**config.mk**
```make
export PLATFORM = sky130hd
export DESIGN_NAME = amr_rtp_payload_depacketizer_flat
export DESIGN_NICKNAME = d
export VERILOG_FILES = /design/src/rtl/core/amr_pkg.sv /design/src/rtl/core/amr_in_if.sv /design/src/rtl/core/amr_out_if.sv /design/src/rtl/core/amr_cfg_if.sv /design/src/rtl/core/amr_ram.sv /design/src/rtl/core/amr_ctrl.sv /design/src/rtl/core/amr_dp.sv /design/src/rtl/core/amr_rtp_payload_depacketizer.sv /design/src/flat_wrapper.sv
export VERILOG_INCLUDE_DIRS = /design/src /design/src/rtl/core
export SDC_FILE = /design/constraint.sdc
export NUM_CORES = 1
export LEC_CHECK = 0
export BUFFER_PORTS_ARGS = -buffer_cell sky130_fd_sc_hd__buf_2
export CORE_MARGIN = 10
export CORE_UTILIZATION = 30
export CTS_CLUSTER_DIAMETER = 100
export DETAILED_ROUTE_END_ITERATION = 8
export GPL_TIMING_DRIVEN = 0
export PLACE_DENSITY_LB_ADDON = 0.05
export SYNTH_ARGS = -nofsm -noshare
export SYNTH_HDL_FRONTEND = slang
export SYNTH_SLANG_ARGS = --single-unit
```
**constraint.sdc**
```tcl
create_clock -name clk -period 4.6 [get_ports clk]
set_input_delay 0.92 -clock clk [delete_from_list [all_inputs] [get_ports clk]]
set_output_delay 0.92 -clock clk [all_outputs]
set_load 0.03 [all_outputs]
```
**src/rtl/core/amr_rtp_payload_depacketizer_assert.svh**
```systemverilog
// Assertion shorthands; clk and rst_n must be in scope where used.
`ifndef AMR_RTP_PAYLOAD_DEPACKETIZER_ASSERT_SVH
`define AMR_RTP_PAYLOAD_DEPACKETIZER_ASSERT_SVH

// same-cycle implication
`define AMR_AST_IMP(name, ante, cons, msg) \
    name: assert property (@(posedge clk) disable iff (!rst_n) (ante) |-> (cons)) \
        else $error(msg);

// next-cycle implication
`define AMR_AST_NXT(name, ante, cons, msg) \
    name: assert property (@(posedge clk) disable iff (!rst_n) (ante) |=> (cons)) \
        else $error(msg);

`endif

```
**src/rtl/core/amr_pkg.sv**
```systemverilog
`timescale 1ns / 1ps

package amr_pkg;

    localparam int TOC_DEPTH_DEF = 16;
    localparam int CFG_IDX_W     = 2;
    localparam int CFG_DATA_W    = 8;

    localparam logic [CFG_IDX_W-1:0] CFG_OCTET_ALIGNED = 2'd0;
    localparam logic [CFG_IDX_W-1:0] CFG_WIDEBAND      = 2'd1;

    localparam logic [3:0] MODE_RESET = 4'd7;
    localparam logic [3:0] CMR_KEEP   = 4'd15;
    localparam logic [3:0] FT_WB_BAD  = 4'd10;

    localparam logic [1:0] ST_OK        = 2'd0;
    localparam logic [1:0] ST_BAD_FT    = 2'd1;
    localparam logic [1:0] ST_TRUNCATED = 2'd2;
    localparam logic [1:0] ST_TOO_MANY  = 2'd3;

    localparam logic [5:0] NB_LEN [16] = '{
        6'd12, 6'd13, 6'd15, 6'd17, 6'd19, 6'd20, 6'd26, 6'd31,
        6'd5,  6'd6,  6'd5,  6'd5,  6'd0,  6'd0,  6'd0,  6'd0
    };
    localparam logic [5:0] WB_LEN [16] = '{
        6'd17, 6'd23, 6'd32, 6'd36, 6'd40, 6'd46, 6'd50, 6'd58,
        6'd60, 6'd5,  6'd0,  6'd0,  6'd0,  6'd0,  6'd0,  6'd0
    };

    typedef enum logic [1:0] {
        PH_HEADER,
        PH_TOC,
        PH_DATA,
        PH_DRAIN
    } phase_t;

    typedef enum logic [2:0] {
        S_IDLE,
        S_UNIT,
        S_FETCH,
        S_START,
        S_FLUSH,
        S_STATUS,
        S_DONE
    } ctrl_state_t;

    typedef struct packed {
        logic accept;
        logic do_unit;
        logic do_start;
        logic do_flush;
        logic do_status;
        logic rel_hold;
    } dp_cmd_t;

    typedef struct packed {
        logic drain;
        logic short_unit;
        logic unit_emits;
        logic unit_fetch;
        logic frame_more;
        logic start_bad;
        logic start_empty;
        logic flush_go;
        logic flush_fetch;
        logic can_emit;
        logic out_free;
        logic hold_valid;
        logic last;
    } dp_sts_t;

    typedef struct packed {
        logic [7:0] frame_byte;
        logic       is_toc;
        logic [3:0] frame_number;
        logic       frame_end;
        logic       packet_status;
        logic [1:0] status_code;
        logic [4:0] frames_seen;
        logic [3:0] mode_request;
    } res_t;

    function automatic logic [5:0] frame_len(input logic [3:0] ft, input logic wb);
        frame_len = wb ? WB_LEN[ft] : NB_LEN[ft];
    endfunction

endpackage

```
**src/rtl/core/amr_in_if.sv**
```systemverilog
`timescale 1ns / 1ps

interface amr_in_if;
    logic       valid;
    logic       ready;
    logic [7:0] payload_byte;
    logic       last_byte;

    modport source (output valid, output payload_byte, output last_byte, input ready);
    modport sink   (input valid, input payload_byte, input last_byte, output ready);
endinterface

```
**src/rtl/core/amr_out_if.sv**
```systemverilog
`timescale 1ns / 1ps

interface amr_out_if;
    logic       valid;
    logic       ready;
    logic [7:0] frame_byte;
    logic       is_toc;
    logic [3:0] frame_number;
    logic       frame_end;
    logic       packet_status;
    logic [1:0] status_code;
    logic [4:0] frames_seen;
    logic [3:0] mode_request;
    logic       run_last;

    modport source (output valid, output frame_byte, output is_toc, output frame_number,
                    output frame_end, output packet_status, output status_code,
                    output frames_seen, output mode_request, output run_last, input ready);
    modport sink   (input valid, input frame_byte, input is_toc, input frame_number,
                    input frame_end, input packet_status, input status_code,
                    input frames_seen, input mode_request, input run_last, output ready);
endinterface

```
**src/rtl/core/amr_cfg_if.sv**
```systemverilog
`timescale 1ns / 1ps

interface amr_cfg_if;
    logic       valid;
    logic       ready;
    logic [1:0] index;
    logic [7:0] data;

    modport source (output valid, output index, output data, input ready);
    modport sink   (input valid, input index, input data, output ready);
endinterface

```
**src/rtl/core/amr_ram.sv**
```systemverilog
`timescale 1ns / 1ps

module amr_ram #(
    parameter int WIDTH = 5,
    parameter int DEPTH = 16,
    localparam int AW = (DEPTH > 1) ? $clog2(DEPTH) : 1
) (
    input  logic             clk,
    input  logic             we,
    input  logic [AW-1:0]    waddr,
    input  logic [WIDTH-1:0] wdata,
    input  logic [AW-1:0]    raddr,
    output logic [WIDTH-1:0] rdata
);
    logic [WIDTH-1:0] mem [DEPTH];

    always_ff @(posedge clk)
    begin
        if (we)
        begin
            mem[waddr] <= wdata;
        end
        rdata <= mem[raddr];
    end
endmodule

```
**src/rtl/core/amr_ctrl.sv**
```systemverilog
`timescale 1ns / 1ps

module amr_ctrl
    import amr_pkg::*;
(
    input  logic    clk,
    input  logic    rst_n,
    input  logic    in_valid,
    output logic    in_ready,
    input  dp_sts_t sts,
    output dp_cmd_t cmd
);
    ctrl_state_t state_reg, state_next;
    logic        flush_reg, flush_next;
    ctrl_state_t ret_state;

    always_ff @(posedge clk or negedge rst_n)
    begin
        if (!rst_n)
        begin
            state_reg <= S_IDLE;
            flush_reg <= 1'b0;
        end
        else
        begin
            state_reg <= state_next;
            flush_reg <= flush_next;
        end
    end

    assign ret_state = flush_reg ? S_STATUS : S_UNIT;

    always_comb
    begin
        state_next = state_reg;
        flush_next = flush_reg;
        cmd        = '0;
        in_ready   = 1'b0;
        unique case (state_reg)
            S_IDLE:
            begin
                in_ready = 1'b1;
                if (in_valid)
                begin
                    cmd.accept = 1'b1;
                    flush_next = 1'b0;
                    state_next = S_UNIT;
                end
            end
            S_UNIT:
            begin
                if (sts.drain)
                begin
                    cmd.do_unit = 1'b1;
                    state_next  = sts.last ? S_FLUSH : S_DONE;
                end
                else if (sts.short_unit)
                begin
                    state_next = sts.last ? S_FLUSH : S_DONE;
                end
                else if (!sts.unit_emits || sts.can_emit)
                begin
                    cmd.do_unit = 1'b1;
                    if (sts.unit_fetch)
                    begin
                        state_next = S_FETCH;
                    end
                end
            end
            S_FETCH:
            begin
                state_next = sts.frame_more ? S_START : ret_state;
            end
            S_START:
            begin
                if (sts.start_bad)
                begin
                    cmd.do_start = 1'b1;
                    state_next   = ret_state;
                end
                else if (sts.can_emit)
                begin
                    cmd.do_start = 1'b1;
                    state_next   = sts.start_empty ? S_FETCH : ret_state;
                end
            end
            S_FLUSH:
            begin
                if (!sts.flush_go)
                begin
                    state_next = S_STATUS;
                end
                else if (sts.can_emit)
                begin
                    cmd.do_flush = 1'b1;
                    flush_next   = 1'b1;
                    state_next   = sts.flush_fetch ? S_FETCH : S_STATUS;
                end
            end
            S_STATUS:
            begin
                if (sts.can_emit)
                begin
                    cmd.do_status = 1'b1;
                    state_next    = S_DONE;
                end
            end
            S_DONE:
            begin
                if (!sts.hold_valid)
                begin
                    state_next = S_IDLE;
                end
                else if (sts.out_free)
                begin
                    cmd.rel_hold = 1'b1;
                    state_next   = S_IDLE;
                end
            end
            default:
            begin
                state_next = S_IDLE;
            end
        endcase
    end
endmodule

```
**src/rtl/core/amr_dp.sv**
```systemverilog
`timescale 1ns / 1ps

`include "amr_rtp_payload_depacketizer_assert.svh"

module amr_dp
    import amr_pkg::*;
#(
    parameter int TOC_DEPTH = TOC_DEPTH_DEF,
    localparam int CNT_W = $clog2(TOC_DEPTH + 1),
    localparam int IDX_W = (TOC_DEPTH > 1) ? $clog2(TOC_DEPTH) : 1
) (
    input  logic                  clk,
    input  logic                  rst_n,
    input  dp_cmd_t               cmd,
    output dp_sts_t               sts,
    input  logic                  cfg_we,
    input  logic [CFG_IDX_W-1:0]  cfg_index,
    input  logic [CFG_DATA_W-1:0] cfg_data,
    input  logic [7:0]            in_byte,
    input  logic                  in_last,
    output logic                  ram_we,
    output logic [IDX_W-1:0]      ram_waddr,
    output logic [4:0]            ram_wdata,
    output logic [IDX_W-1:0]      ram_raddr,
    input  logic [4:0]            ram_rdata,
    output res_t                  out_res,
    output logic                  out_run_last,
    output logic                  out_valid,
    input  logic                  out_ready
);
    logic             oa_reg, wb_reg;
    phase_t           phase_reg;
    logic [CNT_W-1:0] tc_reg, fc_reg;
    logic [5:0]       bl_reg;
    logic [14:0]      acc_reg;
    logic [3:0]       avail_reg;
    logic [3:0]       mode_reg;
    logic             last_reg;
    res_t             hold_reg;
    logic             hold_valid_reg;
    res_t             out_reg;
    logic             out_last_reg, out_valid_reg;

    logic [22:0]      shifted;
    logic [7:0]       win;
    logic [3:0]       unit_w;
    logic             in_frame, bad_ft, emit, can_emit, out_free;
    logic [3:0]       ft;
    logic [5:0]       len;
    logic [CNT_W+4:0] fc_ext, seen_sum;
    logic [6:0]       carry_mask;
    logic [7:0]       flush_byte;
    logic [1:0]       code;
    res_t             new_res;

    // next 8 payload bits, MSB first, zero filled past the buffered bits
    assign shifted = {acc_reg, 8'h00} >> avail_reg;
    assign win     = shifted[7:0];

    always_comb
    begin
        case (phase_reg)
            PH_HEADER: unit_w = oa_reg ? 4'd8 : 4'd4;
            PH_TOC:    unit_w = oa_reg ? 4'd8 : 4'd6;
            default:   unit_w = 4'd8;
        endcase
    end

    assign in_frame   = (phase_reg == PH_DATA) && (fc_reg < tc_reg) && (bl_reg != 6'd0);
    assign ft         = ram_rdata[4:1];
    assign len        = frame_len(ft, wb_reg);
    assign bad_ft     = wb_reg && (ft >= FT_WB_BAD);
    assign fc_ext     = {5'b0, fc_reg};
    assign seen_sum   = fc_ext + {{(CNT_W+4){1'b0}}, in_frame};
    assign carry_mask = 7'((8'd1 << avail_reg[2:0]) - 8'd1);
    assign flush_byte = 8'({8'h00, acc_reg[7:0]} << (4'd8 - avail_reg));

    always_comb
    begin
        case (phase_reg)
            PH_DRAIN: code = bl_reg[1:0];
            PH_DATA:  code = (fc_reg < tc_reg) ? ST_TRUNCATED : ST_OK;
            default:  code = ST_TRUNCATED;
        endcase
    end

    always_comb
    begin
        new_res              = '0;
        new_res.mode_request = mode_reg;
        new_res.frame_number = fc_ext[3:0];
        if (cmd.do_status)
        begin
            new_res.frame_number  = 4'd0;
            new_res.packet_status = 1'b1;
            new_res.status_code   = code;
            new_res.frames_seen   = seen_sum[4:0];
        end
        else if (cmd.do_start)
        begin
            new_res.frame_byte = {1'b0, ram_rdata, 2'b00};
            new_res.is_toc     = 1'b1;
            new_res.frame_end  = (len == 6'd0);
        end
        else
        begin
            new_res.frame_byte = cmd.do_flush ? flush_byte : win;
            new_res.frame_end  = (bl_reg == 6'd1);
        end
    end

    assign emit = (cmd.do_unit && phase_reg == PH_DATA && in_frame)
                || (cmd.do_start && !bad_ft) || cmd.do_flush || cmd.do_status;
    assign out_free = !out_valid_reg || out_ready;
    assign can_emit = !hold_valid_reg || out_free;

    assign ram_we    = cmd.do_unit && (phase_reg == PH_TOC) && (tc_reg < CNT_W'(TOC_DEPTH));
    assign ram_waddr = tc_reg[IDX_W-1:0];
    assign ram_wdata = win[6:2];
    assign ram_raddr = fc_reg[IDX_W-1:0];

    always_comb
    begin
        sts             = '0;
        sts.drain       = (phase_reg == PH_DRAIN);
        sts.short_unit  = (avail_reg < unit_w);
        sts.unit_emits  = (phase_reg == PH_DATA) && in_frame;
        sts.unit_fetch  = ((phase_reg == PH_TOC) && !win[7])
                        || ((phase_reg == PH_DATA) && in_frame && (bl_reg == 6'd1));
        sts.frame_more  = (fc_reg < tc_reg);
        sts.start_bad   = bad_ft;
        sts.start_empty = (len == 6'd0);
        sts.flush_go    = (avail_reg != 4'd0) && in_frame;
        sts.flush_fetch = (bl_reg == 6'd1);
        sts.can_emit    = can_emit;
        sts.out_free    = out_free;
        sts.hold_valid  = hold_valid_reg;
        sts.last        = last_reg;
    end

    // config and packet state
    always_ff @(posedge clk or negedge rst_n)
    begin
        if (!rst_n)
        begin
            oa_reg    <= 1'b1;
            wb_reg    <= 1'b0;
            phase_reg <= PH_HEADER;
            tc_reg    <= '0;
            fc_reg    <= '0;
            bl_reg    <= '0;
            acc_reg   <= '0;
            avail_reg <= '0;
            mode_reg  <= MODE_RESET;
            last_reg  <= 1'b0;
        end
        else
        begin
            if (cfg_we && cfg_index == CFG_OCTET_ALIGNED)
            begin
                oa_reg <= cfg_data[0];
            end
            if (cfg_we && cfg_index == CFG_WIDEBAND)
            begin
                wb_reg <= cfg_data[0];
            end

            if (cmd.accept)
            begin
                acc_reg   <= {acc_reg[6:0] & carry_mask, in_byte};
                avail_reg <= avail_reg + 4'd8;
                last_reg  <= in_last;
            end

            if (cmd.do_unit)
            begin
                if (phase_reg == PH_DRAIN)
                begin
                    avail_reg <= '0;
                end
                else
                begin
                    avail_reg <= avail_reg - unit_w;
                    unique case (phase_reg)
                        PH_HEADER:
                        begin
                            if (win[7:4] != CMR_KEEP)
                            begin
                                mode_reg <= win[7:4];
                            end
                            phase_reg <= PH_TOC;
                            tc_reg    <= '0;
                            fc_reg    <= '0;
                            bl_reg    <= '0;
                        end
                        PH_TOC:
                        begin
                            if (tc_reg < CNT_W'(TOC_DEPTH))
                            begin
                                tc_reg <= tc_reg + 1'b1;
                            end
                            if (!win[7])
                            begin
                                phase_reg <= PH_DATA;
                                fc_reg    <= '0;
                                bl_reg    <= '0;
                            end
                            else if (tc_reg + 1'b1 >= CNT_W'(TOC_DEPTH))
                            begin
                                phase_reg <= PH_DRAIN;
                                bl_reg    <= {4'd0, ST_TOO_MANY};
                            end
                        end
                        PH_DATA:
                        begin
                            if (in_frame)
                            begin
                                bl_reg <= bl_reg - 6'd1;
                                if (bl_reg == 6'd1)
                                begin
                                    fc_reg <= fc_reg + 1'b1;
                                end
                            end
                        end
                        default:
                        begin
                            phase_reg <= PH_DRAIN;
                        end
                    endcase
                end
            end

            if (cmd.do_start)
            begin
                if (bad_ft)
                begin
                    phase_reg <= PH_DRAIN;
                    bl_reg    <= {4'd0, ST_BAD_FT};
                end
                else if (len == 6'd0)
                begin
                    fc_reg <= fc_reg + 1'b1;
                end
                else
                begin
                    bl_reg <= len;
                end
            end

            if (cmd.do_flush)
            begin
                bl_reg    <= bl_reg - 6'd1;
                acc_reg   <= '0;
                avail_reg <= '0;
                if (bl_reg == 6'd1)
                begin
                    fc_reg <= fc_reg + 1'b1;
                end
            end

            if (cmd.do_status)
            begin
                phase_reg <= PH_HEADER;
                tc_reg    <= '0;
                fc_reg    <= '0;
                bl_reg    <= '0;
                acc_reg   <= '0;
                avail_reg <= '0;
            end
        end
    end

    // hold stage: a beat is released once the next one (or end of byte) is known
    always_ff @(posedge clk or negedge rst_n)
    begin
        if (!rst_n)
        begin
            hold_valid_reg <= 1'b0;
            out_valid_reg  <= 1'b0;
        end
        else
        begin
            if ((emit && hold_valid_reg) || cmd.rel_hold)
            begin
                out_valid_reg <= 1'b1;
            end
            else if (out_ready)
            begin
                out_valid_reg <= 1'b0;
            end

            if (emit)
            begin
                hold_valid_reg <= 1'b1;
            end
            else if (cmd.rel_hold)
            begin
                hold_valid_reg <= 1'b0;
            end
        end
    end

    always_ff @(posedge clk)
    begin
        if ((emit && hold_valid_reg) || cmd.rel_hold)
        begin
            out_reg      <= hold_reg;
            out_last_reg <= cmd.rel_hold;
        end
        if (emit)
        begin
            hold_reg <= new_res;
        end
    end

    assign out_res      = out_reg;
    assign out_run_last = out_last_reg;
    assign out_valid    = out_valid_reg;

    `AMR_AST_IMP(a_emit_room, emit, can_emit, "beat produced with no room")
    `AMR_AST_IMP(a_cursor_bound, 1'b1, (fc_reg <= tc_reg) && (tc_reg <= CNT_W'(TOC_DEPTH)), "frame cursor past ToC count")
    `AMR_AST_NXT(a_accept_bits, cmd.accept, avail_reg >= 4'd8, "accepted byte not buffered")
endmodule

```
**src/rtl/core/amr_rtp_payload_depacketizer.sv**
```systemverilog
`timescale 1ns / 1ps

// AMR RTP payload depacketizer: payload bytes in (octet-aligned or
// bandwidth-efficient layout), rebuilt octet-aligned frames out as a ToC beat
// followed by the frame's speech beats, then one status beat per packet.
// Per byte, the controller accepts it, takes each field from the bit buffer in
// turn (at most two per byte), finds the buffer short of the next field, then
// closes with a step that releases the byte's last beat. Each frame started
// also passes through a fetch and a start step (ToC store read has a registered
// port), empty frames included. The last byte of a packet adds a flush and a
// status step; once a packet is draining a byte takes only the accept, drain
// and closing steps. The controller extracts a single field at a time, and
// output back-pressure can stall any emitting step. Config writes are
// taken at any time and apply at once; the ToC store needs no clearing.
module amr_rtp_payload_depacketizer
    import amr_pkg::*;
#(
    parameter int TOC_DEPTH = TOC_DEPTH_DEF
) (
    input logic      clk,
    input logic      rst_n,
    amr_in_if.sink   payload,
    amr_out_if.source frames,
    amr_cfg_if.sink  cfg
);
    localparam int IDX_W = (TOC_DEPTH > 1) ? $clog2(TOC_DEPTH) : 1;

    dp_cmd_t          cmd;
    dp_sts_t          sts;
    logic             ram_we;
    logic [IDX_W-1:0] ram_waddr, ram_raddr;
    logic [4:0]       ram_wdata, ram_rdata;
    res_t             res;
    logic             run_last;

    assign cfg.ready = 1'b1;

    amr_ctrl u_ctrl (
        .clk      (clk),
        .rst_n    (rst_n),
        .in_valid (payload.valid),
        .in_ready (payload.ready),
        .sts      (sts),
        .cmd      (cmd)
    );

    amr_dp #(
        .TOC_DEPTH (TOC_DEPTH)
    ) u_dp (
        .clk          (clk),
        .rst_n        (rst_n),
        .cmd          (cmd),
        .sts          (sts),
        .cfg_we       (cfg.valid),
        .cfg_index    (cfg.index),
        .cfg_data     (cfg.data),
        .in_byte      (payload.payload_byte),
        .in_last      (payload.last_byte),
        .ram_we       (ram_we),
        .ram_waddr    (ram_waddr),
        .ram_wdata    (ram_wdata),
        .ram_raddr    (ram_raddr),
        .ram_rdata    (ram_rdata),
        .out_res      (res),
        .out_run_last (run_last),
        .out_valid    (frames.valid),
        .out_ready    (frames.ready)
    );

    // ToC entries of the current packet (F dropped: FT and Q)
    amr_ram #(
        .WIDTH (5),
        .DEPTH (TOC_DEPTH)
    ) u_toc_ram (
        .clk   (clk),
        .we    (ram_we),
        .waddr (ram_waddr),
        .wdata (ram_wdata),
        .raddr (ram_raddr),
        .rdata (ram_rdata)
    );

    assign frames.frame_byte    = res.frame_byte;
    assign frames.is_toc        = res.is_toc;
    assign frames.frame_number  = res.frame_number;
    assign frames.frame_end     = res.frame_end;
    assign frames.packet_status = res.packet_status;
    assign frames.status_code   = res.status_code;
    assign frames.frames_seen   = res.frames_seen;
    assign frames.mode_request  = res.mode_request;
    assign frames.run_last      = run_last;
endmodule
```
**src/flat_wrapper.sv**
```systemverilog
// flat-port wrapper written by rule: the top's interface ports become plain ports
module amr_rtp_payload_depacketizer_flat import amr_pkg::*;
#(
    parameter int TOC_DEPTH = TOC_DEPTH_DEF
)
  (clk, rst_n, payload_valid, payload_payload_byte, payload_last_byte, payload_ready, frames_valid, frames_frame_byte, frames_is_toc, frames_frame_number, frames_frame_end, frames_packet_status, frames_status_code, frames_frames_seen, frames_mode_request, frames_run_last, frames_ready, cfg_valid, cfg_index, cfg_data, cfg_ready);
  amr_in_if payload_i ();
  amr_out_if frames_i ();
  amr_cfg_if cfg_i ();
  input logic clk;
  input logic rst_n;
  input wire logic [$bits(payload_i.valid)-1:0] payload_valid;
  input wire logic [$bits(payload_i.payload_byte)-1:0] payload_payload_byte;
  input wire logic [$bits(payload_i.last_byte)-1:0] payload_last_byte;
  output wire logic [$bits(payload_i.ready)-1:0] payload_ready;
  output wire logic [$bits(frames_i.valid)-1:0] frames_valid;
  output wire logic [$bits(frames_i.frame_byte)-1:0] frames_frame_byte;
  output wire logic [$bits(frames_i.is_toc)-1:0] frames_is_toc;
  output wire logic [$bits(frames_i.frame_number)-1:0] frames_frame_number;
  output wire logic [$bits(frames_i.frame_end)-1:0] frames_frame_end;
  output wire logic [$bits(frames_i.packet_status)-1:0] frames_packet_status;
  output wire logic [$bits(frames_i.status_code)-1:0] frames_status_code;
  output wire logic [$bits(frames_i.frames_seen)-1:0] frames_frames_seen;
  output wire logic [$bits(frames_i.mode_request)-1:0] frames_mode_request;
  output wire logic [$bits(frames_i.run_last)-1:0] frames_run_last;
  input wire logic [$bits(frames_i.ready)-1:0] frames_ready;
  input wire logic [$bits(cfg_i.valid)-1:0] cfg_valid;
  input wire logic [$bits(cfg_i.index)-1:0] cfg_index;
  input wire logic [$bits(cfg_i.data)-1:0] cfg_data;
  output wire logic [$bits(cfg_i.ready)-1:0] cfg_ready;
  assign payload_i.valid = payload_valid;
  assign payload_i.payload_byte = payload_payload_byte;
  assign payload_i.last_byte = payload_last_byte;
  assign payload_ready = payload_i.ready;
  assign frames_valid = frames_i.valid;
  assign frames_frame_byte = frames_i.frame_byte;
  assign frames_is_toc = frames_i.is_toc;
  assign frames_frame_number = frames_i.frame_number;
  assign frames_frame_end = frames_i.frame_end;
  assign frames_packet_status = frames_i.packet_status;
  assign frames_status_code = frames_i.status_code;
  assign frames_frames_seen = frames_i.frames_seen;
  assign frames_mode_request = frames_i.mode_request;
  assign frames_run_last = frames_i.run_last;
  assign frames_i.ready = frames_ready;
  assign cfg_i.valid = cfg_valid;
  assign cfg_i.index = cfg_index;
  assign cfg_i.data = cfg_data;
  assign cfg_ready = cfg_i.ready;
  amr_rtp_payload_depacketizer #(.TOC_DEPTH(TOC_DEPTH)) u_core (.clk(clk), .rst_n(rst_n), .payload(payload_i), .frames(frames_i), .cfg(cfg_i));
endmodule
```
==> Yosys cells after proc, flatten, opt, wreduce, memory -nomap -nowiden <==
Memory sizes are Yosys's and may differ from the RTL's. A register that Yosys moved wholly into a read port is not among the register bits.
Cells that the tools add are included.
W data, S select, Z words.
{ "op_classes": {"add_sub_neg": 8, "multipliers": 0, "div": 0, "magnitude_cmp": 6, "eq_ne": 23, "shift": 3, "muxes": 103, "bitwise": 3, "n_reduce_logical": 46} }
{ "op_table": {"columns": ["operator", "n"], "rows": [
  ["$mux W6", 15],
  ["$mux W5", 15],
  ["$mux W3", 16],
  ["$mux W15", 3],
  ["$mux W4", 7],
  ["$mux W1", 27],
  ["$shr A23 B4 Y8", 1],
  ["$pmux W3 S7", 1],
  ["$mux W2", 9],
  ["$pmux W6 S3", 1],
  ["$mux W8", 2],
  ["$logic_and A1 B1 Y1", 15],
  ["$pmux W5 S3", 1],
  ["$reduce_and A4 Y1", 3],
  ["$add A5 B1 Y5 const B", 2],
  ["$ge A5 B5 Y1 const B", 2],
  ["$ne A2 B2 Y1 const B", 5],
  ["$pmux W5 S2", 1],
  ["$eq A3 B3 Y1 const B", 3],
  ["$ne A3 B3 Y1 const B", 3],
  ["$logic_or A1 B1 Y1", 8],
  ["$pmux W4 S2", 1],
  ["$reduce_bool A2 Y1", 4],
  ["$reduce_bool A4 Y1", 2],
  ["36 further kinds", 45]
]} }
{ "word_totals": {"register_bits": 103, "latch_bits": 0, "ram_bits": 80, "romBits": 192, "inputBits": 24, "output_inout_bits": 30, "word_cells": 227, "n_memories": 3} }
{ "mem_list": {"columns": ["name", "words", "word_bits", "rd", "rd_ports_with_merged_regs", "wr", "line_no", "source"], "rows": [
  ["(no name shown)", 16, 6, 1, 0, 0, "amr_pkg.sv:84", "frame_len = wb ? WB_LEN[ft] : NB_LEN[ft];"],
  ["(no name shown)", 16, 6, 1, 0, 0, "amr_pkg.sv:84", null],
  ["u_core.u_toc_ram.mem", 16, 5, 1, 1, 1, "amr_ram.sv:15", "logic [WIDTH-1:0] mem [DEPTH];"]
]} }

==> Depth between registers and ports, before layout <==
Gate-level depths: netlist of the first run.
{ "logic_depth": {"depth_word": 18, "mapped_depth": 13, "depth_no_buf": 11} }

==> Cells and area by module <==
From an unflattened synthesis of the first run, not the netlist that was laid out.
{ "hier_totals": {"hier_cells": 758, "hier_area_um2": 9268.9} }
{ "by_module_without_submodules": {"columns": ["module", "instances", "cells_each", "area_per_inst_um2", "seq_area_each_um2"], "rows": [
  ["amr_dp", 1, 544, 5597.9, 2697.6],
  ["amr_ram", 1, 155, 3213.1, 2502.4],
  ["amr_ctrl", 1, 57, 446.7, 100.1],
  ["amr_rtp_payload_depacketizer", 1, 2, 11.3, 0.0]
]} }

==> Worst setup path after synthesis of the first run <==
OpenSTA, ideal clock, no wires.
{ "synth_timing": {"path_type": "register to register", "from": "register u_core.u_dp.phase_reg[1]", "to": "register u_core.u_dp.out_reg (netlist bit u_core.u_dp.out_res[0]), enable pin", "t_arrival_ns": 3.680, "slack_ns": 0.537, "stages_incl_launch_ff": 9, "cell_sequence": "dfrtp_1 buf_2 or2_2 ha_1 nor2b_1 o221ai_1 or4_1 nand3_1 a21o_1"} }
{ "synth_between": {"elab_chain_len": 17, "elab_cells_between_ends": 25, "cone_classes": "order compare (1); eq/ne (3); mux (7); reduce/logical (14)"} }
{ "synth_lines": {"columns": ["element", "line_no", "source"], "rows": [
  ["start, declared", "amr_dp.sv:32", "phase_t phase_reg;"],
  ["start signal, assigned", "amr_dp.sv:148", "phase_reg <= PH_HEADER;"],
  ["start signal, assigned", "amr_dp.sv:191", "phase_reg <= PH_TOC;"],
  ["start signal, assigned", "amr_dp.sv:204", "phase_reg <= PH_DATA;"],
  ["parallel branches: the longest is 13 deep, another holds $lt A4 B4 Y1", null, null],
  ["$logic_or A1 B1 Y1 (*) (2 in a row)", "amr_dp.sv:113", "|| (cmd.do_start && !bad_ft) || cmd.do_flush || cmd.do_status;"],
  ["via u_core.u_dp.emit", "amr_dp.sv:47", "logic in_frame, bad_ft, emit, can_emit, out_free;"],
  ["$logic_and A1 B1 Y1 (*)", "amr_dp.sv:305", "if ((emit && hold_valid_reg) || cmd.rel_hold)"],
  ["$logic_or A1 B1 Y1 (*)", "amr_dp.sv:305", null],
  ["end signal, assigned", "amr_dp.sv:307", "out_reg <= hold_reg;"],
  ["end, declared", "amr_dp.sv:41", "res_t out_reg;"]
]} }
Mark *: on every way through the listed nets, which the timed path passes.
A chain may end at the register's enable or synchronous reset.

==> Worst setup path after layout of the first run <==
{ "layout_timing": {"from": "register u_core.u_dp.avail_reg[1]", "to": "memory u_core.u_toc_ram.mem[1][4], enable pin"} }
{ "layout_between": {"elab_chain_len": 8} }
{ "layout_lines": {"columns": ["element", "line_no", "source"], "rows": [
  ["start, declared", "amr_dp.sv:36", "logic [3:0] avail_reg;"],
  ["start signal, assigned", "amr_dp.sv:171", "avail_reg <= avail_reg + 4'd8;"],
  ["start signal, assigned", "amr_dp.sv:183", "avail_reg <= avail_reg - unit_w;"],
  ["$lt A4 B4 Y1", "amr_dp.sv:126", "sts.short_unit = (avail_reg < unit_w);"],
  ["$mux W1", "amr_ctrl.sv:57", "else if (sts.short_unit)"],
  ["$mux W1", "amr_ctrl.sv:52", "if (sts.drain)"],
  ["$mux W1", "amr_ctrl.sv:39", "unique case (state_reg)"],
  ["$logic_and A1 B1 Y1 (2 in a row)", "amr_dp.sv:117", "assign ram_we = cmd.do_unit && (phase_reg == PH_TOC) && (tc_reg < CNT_W'(TOC_DEPTH));"],
  ["$mux W1", "amr_ram.sv:19", "if (we)"],
  ["$mux W1 (implied by the code)", "amr_ram.sv:21", "mem[waddr] <= wdata;"],
  ["end, declared", "amr_ram.sv:15", null]
]} }
No other way between the ends.

==> results_dict.tcl, run 1 <==
set metrics [dict create \
    leakage_nw 3.774 \
    final_design_area_no_fill_um2 10510 \
    worstSetupPathType "flop to flop" \
    grt_pass1_vias 6669 \
    ys_seq_area_share_pct 57.68 \
    cts.clk_slew.worst_paths_ps 70 \
    synth_cells 757 \
    fmax_ghz 0.2399 \
    async_flop_share_pct 25.81 \
    cts_root_buf "clkbuf_16" \
    period_share_pct 90.60 \
    syn_area_per_cell_um2 12.14 \
    ant_nets 0 \
    die_h_um 195.0 \
    maxSlewHeadroom_pct 25.26 \
    synth_warnings 0 \
    syn-cell-area_um2 9189 \
    cts_tree "yes" \
    clkLatencyLatePin_ps 440 \
    cts_buffers 17 \
    rows 64 \
    firstDrtPassIters 7 \
    area_growth_pct 14.34 \
    cp_cell_sequence "buf_2 -> clkinv_1 -> ha_1 -> nor2b_1 -> o221ai_1 -> nor3_1 -> nand2_1 -> nor3_1" \
    status "completed" \
    worst_path_most_repeated_cell "nor3_1" \
    max-cap-violations 0 \
    critPathLaunch "u_core.u_dp.avail_reg[1]" \
    start_util_pct 30.20 \
    drive_gt1_share_pct 17.25 \
    setup_violations 0 \
    holdWs_ps 421.7 \
    largest_reg_flops 80 \
    slew_viol_final 0 \
    cp-end-kind "flop" \
    core_area_um2 30430 \
    slowest_delay_ps 790 \
    period_needed_ps 4168 \
    hold_class "flop to flop" \
    die_w_um 195.0 \
    crit_fanout 12 \
    grt_util_all_layers_pct 14.02 \
    io_buffer_count 45 \
    synth_edf_count 133 \
    arrival_ps 4230 \
    dieArea_um2 38030 \
    rsz0062_at_grt "false" \
    finalPower_mw 7.326 \
    syn-num-nets 811 \
    antennaDiodeCount 0 \
    wl_per_cell_um 21.69 \
    critPathSlowestCell "nor3_1" \
    cts_buffer_depth 2 \
    grt_pass1_wl_mm 41.41 \
    place_congestion 0.8681 \
    worst_pin_slew_ps 1114 \
    vias_per_cell 5.268 \
    grt_max_degree 49 \
    r2r_setup_slack_ps 430 \
    holdCritStartpoint "u_core.u_dp.hold_reg[18]" \
    place_area_um2 9933 \
    antenna_found_initial 0 \
    drtIter0Drc 395 \
    nets 876 \
    clock_sinks 186 \
    dpl.hpwl_mm 19.17 \
    setup_tns_ps 0 \
    p_per_area_nw_per_um2 697.3 \
    ir_drop_mv 0.2534 \
    totalWireLength_mm 26.70 \
    synth_top_flop_cell "edfxtp_1" \
    r2r-start "u_core.u_dp.avail_reg[1]" \
    num_vias 6485 \
    utilization_pct 34.53 \
    cts-htree-levels 4 \
    drc 0 \
    ys_seq_elements 186 \
    io_pins 54 \
    overflow 0 \
    clock-skew-final_ps 11.71 \
    finalHoldViolations 0 \
    synth.distinct_cells 80 \
    cp-start-kind "flop" \
    crit_required_ps 4660 \
]
==> final timing paths <==
kind	end	depth (start not counted)
setup / recovery	u_core.u_toc_ram.mem[1][4]	8
hold / removal	u_core.u_dp.out_res[18]	0
setup reg to reg	u_core.u_toc_ram.mem[1][4]	8
hold reg to reg	u_core.u_dp.out_res[18]	0
max in group asynchronous	u_core.u_dp.acc_reg[12]	1
min in group asynchronous	u_core.u_ctrl.state_reg[1]	1
==> cells by family after synthesis <==
group	after synthesis	synth area share (%)
and+or+nand+nor	250	12.88
muxes	48	8.987
other	1	0.04081
buffers and inverters	68	3.064
DFF	186	57.68
adders and majority gates	30	4.167
xor gates and xnor gates	13	1.239
AOI/OAI and AO/OA	161	11.94
==> critical path: cells and delay by family (launching register included) <==
family | cells | cell delay, ps
simple gates | 4 | 1970
buf+inv | 2 | 660
flops | 1 | 420
compound gates | 1 | 370
fa+ha+maj | 1 | 360
==> report_power, final <==
group / leakage (nW) / switching, mW / internal [mW] / total [mW]
combinational: 1.61 / 2.22 / 1.02 / 3.24
sequential: 1.90 / 0.244 / 2.41 / 2.65
clock: 0.262 / 0.676 / 0.758 / 1.43
total: 3.77 / 3.14 / 4.19 / 7.33
==> layout by cell type, fill, tap and decap left out, types with 4 or more instances in the layout <==
master	synthesis	layout
a211oi_1	6	6
a21o_1	9	8
a21oi_1	44	44
a31oi_1	11	11
and2_1	6	6
and3_1	5	5
buf_1	7	7
buf_2	12	56
clkbuf_1	18	22
clkbuf_16	0	17
dfrtp_1	44	44
dfstp_2	4	4
dfxtp_1	5	5
edfxtp_1	133	133
ha_1	29	29
inv_1	27	27
mux2_2	6	6
mux2i_1	15	15
mux4_2	27	27
nand2_1	81	81
nand2b_1	6	6
nand3_1	31	30
nand3b_1	4	4
nand4_1	4	4
nor2_1	58	58
nor2b_1	10	10
nor3_1	25	25
nor4_1	4	4
o211ai_1	4	4
o21ai_0	18	17
o21ai_1	7	7
o22ai_1	6	6
o31ai_1	6	6
or2_2	5	5
xnor2_1	7	7
xor2_1	6	6
==> stage by stage <==
stage               cells  setup WS (ps)
finish               1231          432.3
global placement     1198          -1019
floorplan             757          536.9
detailed placement   1199         -426.2
global route         1231          9.590
CTS                  1231          225.8
==> per-layer routing <==
layer | track usage, % | vias up | wire length, µm
met1 | 19.53 | 3272 | 12790
met5 | 0 | - | 0
met3 | 2.381 | 26 | 1149
met4 | 4.157 | 0 | 391
li1 | - | 2995 | -
met2 | 21.83 | 192 | 12360
==> synthesized netlist by cell type (9+ instances only) <==
master	instances	area, µm²
a21o_1	9	67.56
a21oi_1	44	220.2
a31oi_1	11	68.82
buf_2	12	60.06
clkbuf_1	18	67.56
dfrtp_1	44	1101
edfxtp_1	133	3994
ha_1	29	362.9
inv_1	27	101.4
mux2i_1	15	150.1
mux4_2	27	608.1
nand2_1	81	304.0
nand3_1	31	155.2
nor2_1	58	217.7
nor2b_1	10	62.56
nor3_1	25	125.1
o21ai_0	18	90.09
==> area by class of cell <==
| cell class | instances | area, µm² |
|---|---|---|
| multi-input combinational | 503 | 3638 |
| inverter | 29 | 108.9 |
| timing repair buffer | 46 | 235.2 |
| clock buffer | 21 | 440.4 |
| tap | 396 | 495.5 |
| clock inverter | 11 | 115.1 |
| sequential | 186 | 5300 |
| fill | 3034 | 19920 |
| buffer | 39 | 172.7 |
==> what timing repair did <==
action                                 CTS  global route
buffers inserted                         0             0
hold buffers                             0             0
gates resized for setup                  2             1
endpoints found under the hold margin    0             0
gates cloned                             0             0
setup endpoints to repair               27            27
Power figures use the tool's default switching activity.
==> run 2, diff against run 1 <==
- ABC_AREA: not set -> 1
- CTS_CLUSTER_DIAMETER: 100 -> not set
==> run 2 against run 1 <==
  * Cell count is 17% higher
  * Synthesized area is 0.56% higher
  * Non-clock buffer count is 7 lower
  * Critical path depth is 6 higher
  * First-iteration DRC count is 34% higher
  * Clock skew is 1.1 ps lower
  * Utilization is 0.61 points higher
  * Synthesized cell count is 27% higher
  * Clock power is 15% higher
  * Via count is 8.0% higher
  * Sequential cell count stayed put
  * Combinational power is 2% lower
  * Critical path type unchanged
  * Largest power group unchanged
==> results_dict.tcl, run 2 <==
set metrics [dict create \
    vias_per_cell 4.872 \
    grt_pass1_vias 7041 \
    start_util_pct 30.29 \
    area_growth_pct 16.03 \
    utilization_pct 35.14 \
    crit_required_ps 4650 \
    p_int_mw 4.272 \
    power_frac_comb_pct 42.6 \
    arrival_ps 3890 \
    hold_class "flop to flop" \
    maxSlewHeadroom_pct 22.75 \
    max-cap-violations 0 \
    place_congestion 0.8346 \
    syn-cell-area_um2 9240 \
    syn_area_per_cell_um2 9.635 \
    regArea_um2 5300 \
    ys_seq_elements 186 \
    dpl.hpwl_mm 19.87 \
    finalPower_mw 7.438 \
    overflow 0 \
    cts_buffers 17 \
    period_needed_ps 3838 \
    ys_top_cells_by_area "edfxtp_1 43%, dfrtp_1 12%, nand2_1 7.5%, o21ai_0 4.7%, nor2_1 4.5%" \
    status "completed" \
    cts-htree-levels 4 \
    cp-end-kind "flop" \
    switching_share_pct 42.57 \
    die_h_um 195.5 \
    yosysMostFrequentCell "nand2_1" \
    nets 1082 \
    drive_gt1_share_pct 13.93 \
    ir_drop_mv 0.2801 \
    p_per_area_nw_per_um2 693.8 \
    grt_util_all_layers_pct 14.18 \
    seq_power_share_pct 35.3 \
    period_share_pct 83.43 \
    rows 64 \
    mostFrequentLayoutCells "184 x nand2_1, 133 x edfxtp_1, 112 x nor2_1, 84 x inv_1, 83 x o21ai_0" \
    synth_cells 959 \
    rsz0062_at_grt "false" \
    synth_largest_area_cell "edfxtp_1" \
    worstSetupPathType "flop to flop" \
    clock-skew-final_ps 10.56 \
    die_w_um 195.5 \
    finalHoldViolations 0 \
    clock_sinks 186 \
    cts_tree "yes" \
    cts_setup_buffers 0 \
    clockPowerShare_pct 22.0 \
    layout_commonest_cell "nand2_1" \
    worst_pin_slew_ps 1156 \
    io_pins 54 \
    crit_fanout 27 \
    cts-resized-gates 0 \
    leakage_nw 4.308 \
    setup_violations 0 \
    fill_cells 3132 \
    cp-start-kind "flop" \
    hold_buffers 0 \
    slew_viol_final 0 \
    grt_max_degree 49 \
    cts.clk_slew.worst_paths_ps 70 \
    r2r_cells 14 \
    io_buffer_count 45 \
    setup_tns_ps 0 \
    synth_edf_count 133 \
    syn-num-nets 1013 \
    synth_top_area_share_pct 43.22 \
    ant_nets 0 \
    firstDrtPassIters 6 \
    synth_common_cells "184 x nand2_1, 133 x edfxtp_1, 112 x nor2_1" \
    power.switching_mw 3.166 \
    antenna_found_initial 0 \
    multi_input_area_um2 3460 \
    cts_root_buf "clkbuf_16" \
    core_area_um2 30510 \
    grt_pass1_wl_mm 42.03 \
    clkLatencyLatePin_ps 440 \
    async_flop_share_pct 25.81 \
    min_path_cells 0 \
    largest_reg_flops 80 \
    synth.distinct_cells 54 \
    synth_top_flop_cell "edfxtp_1" \
    totalWireLength_mm 27.10 \
    synth_warnings 0 \
    wl_per_cell_um 18.85 \
    cts_buffer_depth 2 \
    drc 0 \
    drtIter0Drc 528 \
    ys_seq_area_share_pct 57.36 \
    fmax_ghz 0.2606 \
    num_vias 7006 \
    dieArea_um2 38220 \
]
[run 2: cell types whose count changed in the layout (fill, tap and decap cells not counted), sizes merged, moves of 15 or more]
cell | before | now
nand2 | 81 | 196
o21ai | 26 | 99
inv | 32 | 97
nor2 | 58 | 122
nand3 | 32 | 60
mux4 | 27 | 0
o22ai | 7 | 27
nor3 | 25 | 9
mux2i | 15 | 0
[run 2: layer usage]
| layer | up-vias | wire (µm) | share of wire [%] | global-route usage, % |
|---|---|---|---|---|
| met5 | - | 0 | 0 | 0 |
| met4 | 0 | 263 | 0.97 | 3.450 |
| met3 | 16 | 1204 | 4.4 | 2.604 |
| met2 | 154 | 11980 | 44 | 21.36 |
| met1 | 3371 | 13650 | 50 | 20.44 |
| li1 | 3465 | - | - | - |
[run 2: layout make-up]
cell class / instances / area share, %
diodes: 1 / 0.02334
plain buffers: 28 / 1.272
clock buffers: 18 / 4.003
clock inverters: 14 / 2.066
inverters: 97 / 3.396
multi-input cells: 648 / 32.27
flip-flops and latches: 186 / 49.43
well taps: 396 / 4.621
repair buffers: 50 / 2.918
[run 2: logic make-up (layout without fill, tap and decap cells)]
family                   Yosys count  count (layout)  share of synthesized area, %
XOR/XNOR                           9               9                        0.8530
flip-flops                       186             186                         57.36
buffers and inverters            125             207                         5.416
other                              1               2                       0.04058
AO/OA/AOI/OAI                    207             207                         13.28
adder cells (fa/ha/maj)           30              30                         4.144
AND/OR/NAND/NOR                  401             401                         18.90
[run 2: power groups by stage]
stage | Clock, mW | Combinational (mW) | Sequential [mW]
finish | 1.64 | 3.17 | 2.63
global route | 1.75 | 3.56 | 2.67
CTS | 1.68 | 3.22 | 2.63
detailed placement | 0 | 3.20 | 2.66
global placement | 0 | 3.11 | 2.69
floorplan | 0 | 1.92 | 2.80
[run 2: critical path, cell delays in order (launching register included)]
cell and delay (ps):
dfrtp_1 440, inv_1 130, ha_1 320, nand2_1 80
nand2_1 80, a21oi_2 180, nand4_4 230, inv_2 210
nand3_4 140, nand2_1 180, inv_2 120, o211ai_4 160
buf_12 230, nand2_1 90, nand2_1 840
[run 2: worst paths after layout]
kind / start / slack [ps] / endpoint
min in group asynchronous: rst_n / 550 / u_core.u_dp.mode_reg[3]
worst min-delay path: u_core.u_dp.hold_reg[6] / 420 / u_core.u_dp.out_res[6]
worst max-delay path: u_core.u_dp.tc_reg[2] / 760 / u_core.u_dp.out_res[16]
max in group asynchronous: rst_n / 3580 / u_core.u_dp.acc_reg[0]
worst min register to register: u_core.u_dp.hold_reg[6] / 420 / u_core.u_dp.out_res[6]
worst max register to register: u_core.u_dp.tc_reg[2] / 760 / u_core.u_dp.out_res[16]
[run 2: through the flow]
stage / worst slack, ps / cells / cell area [µm²] / hold WS, ps
CTS: 658.7 / 1437 / 10720 / 422.5
detailed placement: 660.2 / 1405 / 10070 / 405.2
global route: 337.9 / 1437 / 10720 / 426.8
global placement: -481.1 / 1400 / 9961 / 402.8
floorplan: 1110 / 959 / 9240 / 400.3
finish: 762.4 / 1438 / 10720 / 421.5
==> run 3, diff against run 2 <==
- clock period: 4.6 -> 3.3 ns (I/O delays scaled with it)
==> run 3 against run 2 <==
  * Cell count up 0.14%
  * Via count up 0.24%
  * Combinational power up 42%
  * Sequential power up 39%
  * Non-clock buffer count up 1
  * Largest cell class unchanged
  * Highest routed layer unchanged
  * Fmax up 21%
  * Power up 39%
  * Hold slack worse by 150 ps
  * First-iteration DRC count up 4.5%
  * Sequential share of layout area down 0.50 points
  * Register-to-register slack worse by 630 ps
  * Cell area up 1.0%
==> results_dict.tcl, run 3 (synthesized netlist as in run 2, its figures left out) <==
set metrics [dict create \
    totalWireLength_mm 27.47 \
    ant_nets 0 \
    rsz0062_at_grt "true" \
    drive_gt1_share_pct 15.82 \
    die_w_um 195.5 \
    slowest_delay_ps 360 \
    dpl.hpwl_mm 19.88 \
    rows 64 \
    slew_viol_final 0 \
    critPathSlowestCell "dfrtp_1" \
    cp-end-kind "flop" \
    grt_max_degree 49 \
    area_growth_pct 17.21 \
    dieArea_um2 38220 \
    die_h_um 195.5 \
    mostFrequentLayoutCells "183 x nand2_1, 133 x edfxtp_1, 99 x nor2_1, 84 x inv_1, 83 x o21ai_0" \
    cts_buffer_depth 2 \
    cts_root_buf "clkbuf_16" \
    r2r_setup_slack_ps 130 \
    drtIter0Drc 552 \
    crit_required_ps 3410 \
    holdWs_ps 275.8 \
    cts.clk_slew.worst_paths_ps 70 \
    cp-start-kind "flop" \
    grt_util_all_layers_pct 14.47 \
    crit_fanout 10 \
    nets 1084 \
    fill_cells 3136 \
    crit_family "simple AND/OR/NAND/NOR gates" \
    r2r_cells 17 \
    io_pins 54 \
    io_buffer_count 45 \
    largest_reg_flops 80 \
    antenna_found_initial 0 \
    maxSlewHeadroom_pct 51.41 \
    period_needed_ps 3168 \
    clock-skew-final_ps 12.24 \
    leakage_nw 4.322 \
    p_per_area_nw_per_um2 955.2 \
    core_area_um2 30510 \
    reg2reg_to "u_core.u_toc_ram.mem[6][0]" \
    path_buf_inv 5 \
    setup_violations 0 \
    finalHoldViolations 0 \
    start_util_pct 30.29 \
    cts_buffers 17 \
    place_congestion 0.8325 \
    cts-htree-levels 4 \
    status "completed" \
    grt_pass1_vias 7254 \
    vias_per_cell 4.877 \
    fmax_ghz 0.3157 \
    period_share_pct 96.00 \
    setup_tns_ps 0 \
    clock_sinks 186 \
    r2r-start "u_core.u_dp.phase_reg[0]" \
    wl_per_cell_um 19.08 \
    firstDrtPassIters 6 \
    clkLatencyLatePin_ps 440 \
    max-cap-violations 0 \
    arrival_ps 3280 \
    overflow 0 \
    worstSetupPathType "flop to flop" \
    grt_pass1_wl_mm 42.84 \
    layout_commonest_cell "nand2_1" \
    cts_tree "yes" \
    ir_drop_mv 0.4427 \
    finalPower_mw 10.35 \
    cp_cell_sequence "buf_4 -> inv_1 -> nor2_2 -> inv_1 -> nor2_1 -> ha_1 -> inv_1 -> nand3_1 -> nand2_1 -> nand2_1 -> nor2_2 -> nand2_4 -> a211oi_4 -> nand2_4 -> inv_2 -> nand2_2 -> nor2_2" \
    num_vias 7023 \
    hold_class "primary input to async pin" \
    worst_pin_slew_ps 728.9 \
    drc 0 \
]
[run 3: changes by cell type in the layout (fill, tap and decap cells not counted), moves of 2 or more]
cell	previous run	this run
clkbuf_8	0	2
nor3_2	0	3
nor2_1	112	99
nand2_4	2	4
nor2_2	9	13
nor3_1	9	6
clkinv_1	3	1
nor2_4	1	10
buf_4	8	10
nand2_2	10	8
bufinv_16	5	3
[run 3: worst max path at each step]
| stage | start | end | slack, ps | cells past startpoint |
|---|---|---|---|---|
| floorplan | u_core.u_dp.tc_reg[2] | u_core.u_dp.out_res[0] | 100 | 14 |
| global placement | u_core.u_dp.avail_reg[1] | u_core.u_dp.hold_reg[22] | -1650 | 6 |
| detailed placement | u_core.u_dp.phase_reg[0] | u_core.u_dp.out_res[15] | -900 | 15 |
| CTS | u_core.u_dp.phase_reg[0] | u_core.u_toc_ram.mem[8][1] | -90 | 17 |
| global route | u_core.u_dp.phase_reg[0] | u_core.u_toc_ram.mem[6][1] | -60 | 17 |
| finish | u_core.u_dp.phase_reg[0] | u_core.u_toc_ram.mem[6][0] | 130 | 17 |
[run 3: repair_timing]
| action | in CTS | in global routing |
|---|---|---|
| hold endpoints to repair | 0 | 0 |
| gates resized for setup | 14 | 17 |
| buffers inserted | 1 | 1 |
| hold buffers | 0 | 0 |
| endpoints found under the setup margin | 90 | 116 |
| pin swaps | 1 | 1 |
| cloned | 1 | 0 |
[run 3: per-stage QoR]
stage               instance area (µm²)  setup slack, ps  util, %  instances
floorplan                          9249            103.3        -        959
global placement                   9970            -1654    32.68       1400
detailed placement                10050           -897.4    32.93       1404
CTS                               10740           -90.37    35.19       1438
global route                      10830           -57.98    35.49       1439
finish                            10830            132.1    35.50       1440
[run 3: where the power goes]
| group | internal [mW] | switching [mW] |
|---|---|---|
| Clock | 1.25 | 0.941 |
| Sequential | 3.33 | 0.323 |
| Combinational | 1.27 | 3.23 |
| Total | 5.85 | 4.49 |
[run 3: final cells by class]
class / instances / area, µm² / share of cell area (%)
Sequential cell: 186 / 5300 / 48.94
Multi-Input combinational cell: 649 / 3600 / 33.24
Tap cell: 396 / 495.5 / 4.575
Clock buffer: 21 / 460.4 / 4.251
Inverter: 97 / 364.1 / 3.362
Timing Repair Buffer: 51 / 307.8 / 2.842
Clock inverter: 11 / 163.9 / 1.513
Buffer: 28 / 136.4 / 1.259
Antenna cell: 1 / 2.502 / 0.02311
[run 3: routing by layer]
layer  vias to the layer above  global-route usage [%]  share of wire, %
li1                       3463                       -                 -
met1                      3426                   20.96                52
met2                       114                   21.57                44
met3                        20                   2.432               3.4
met4                         0                   4.157               1.3
met5                         -                       0                 0
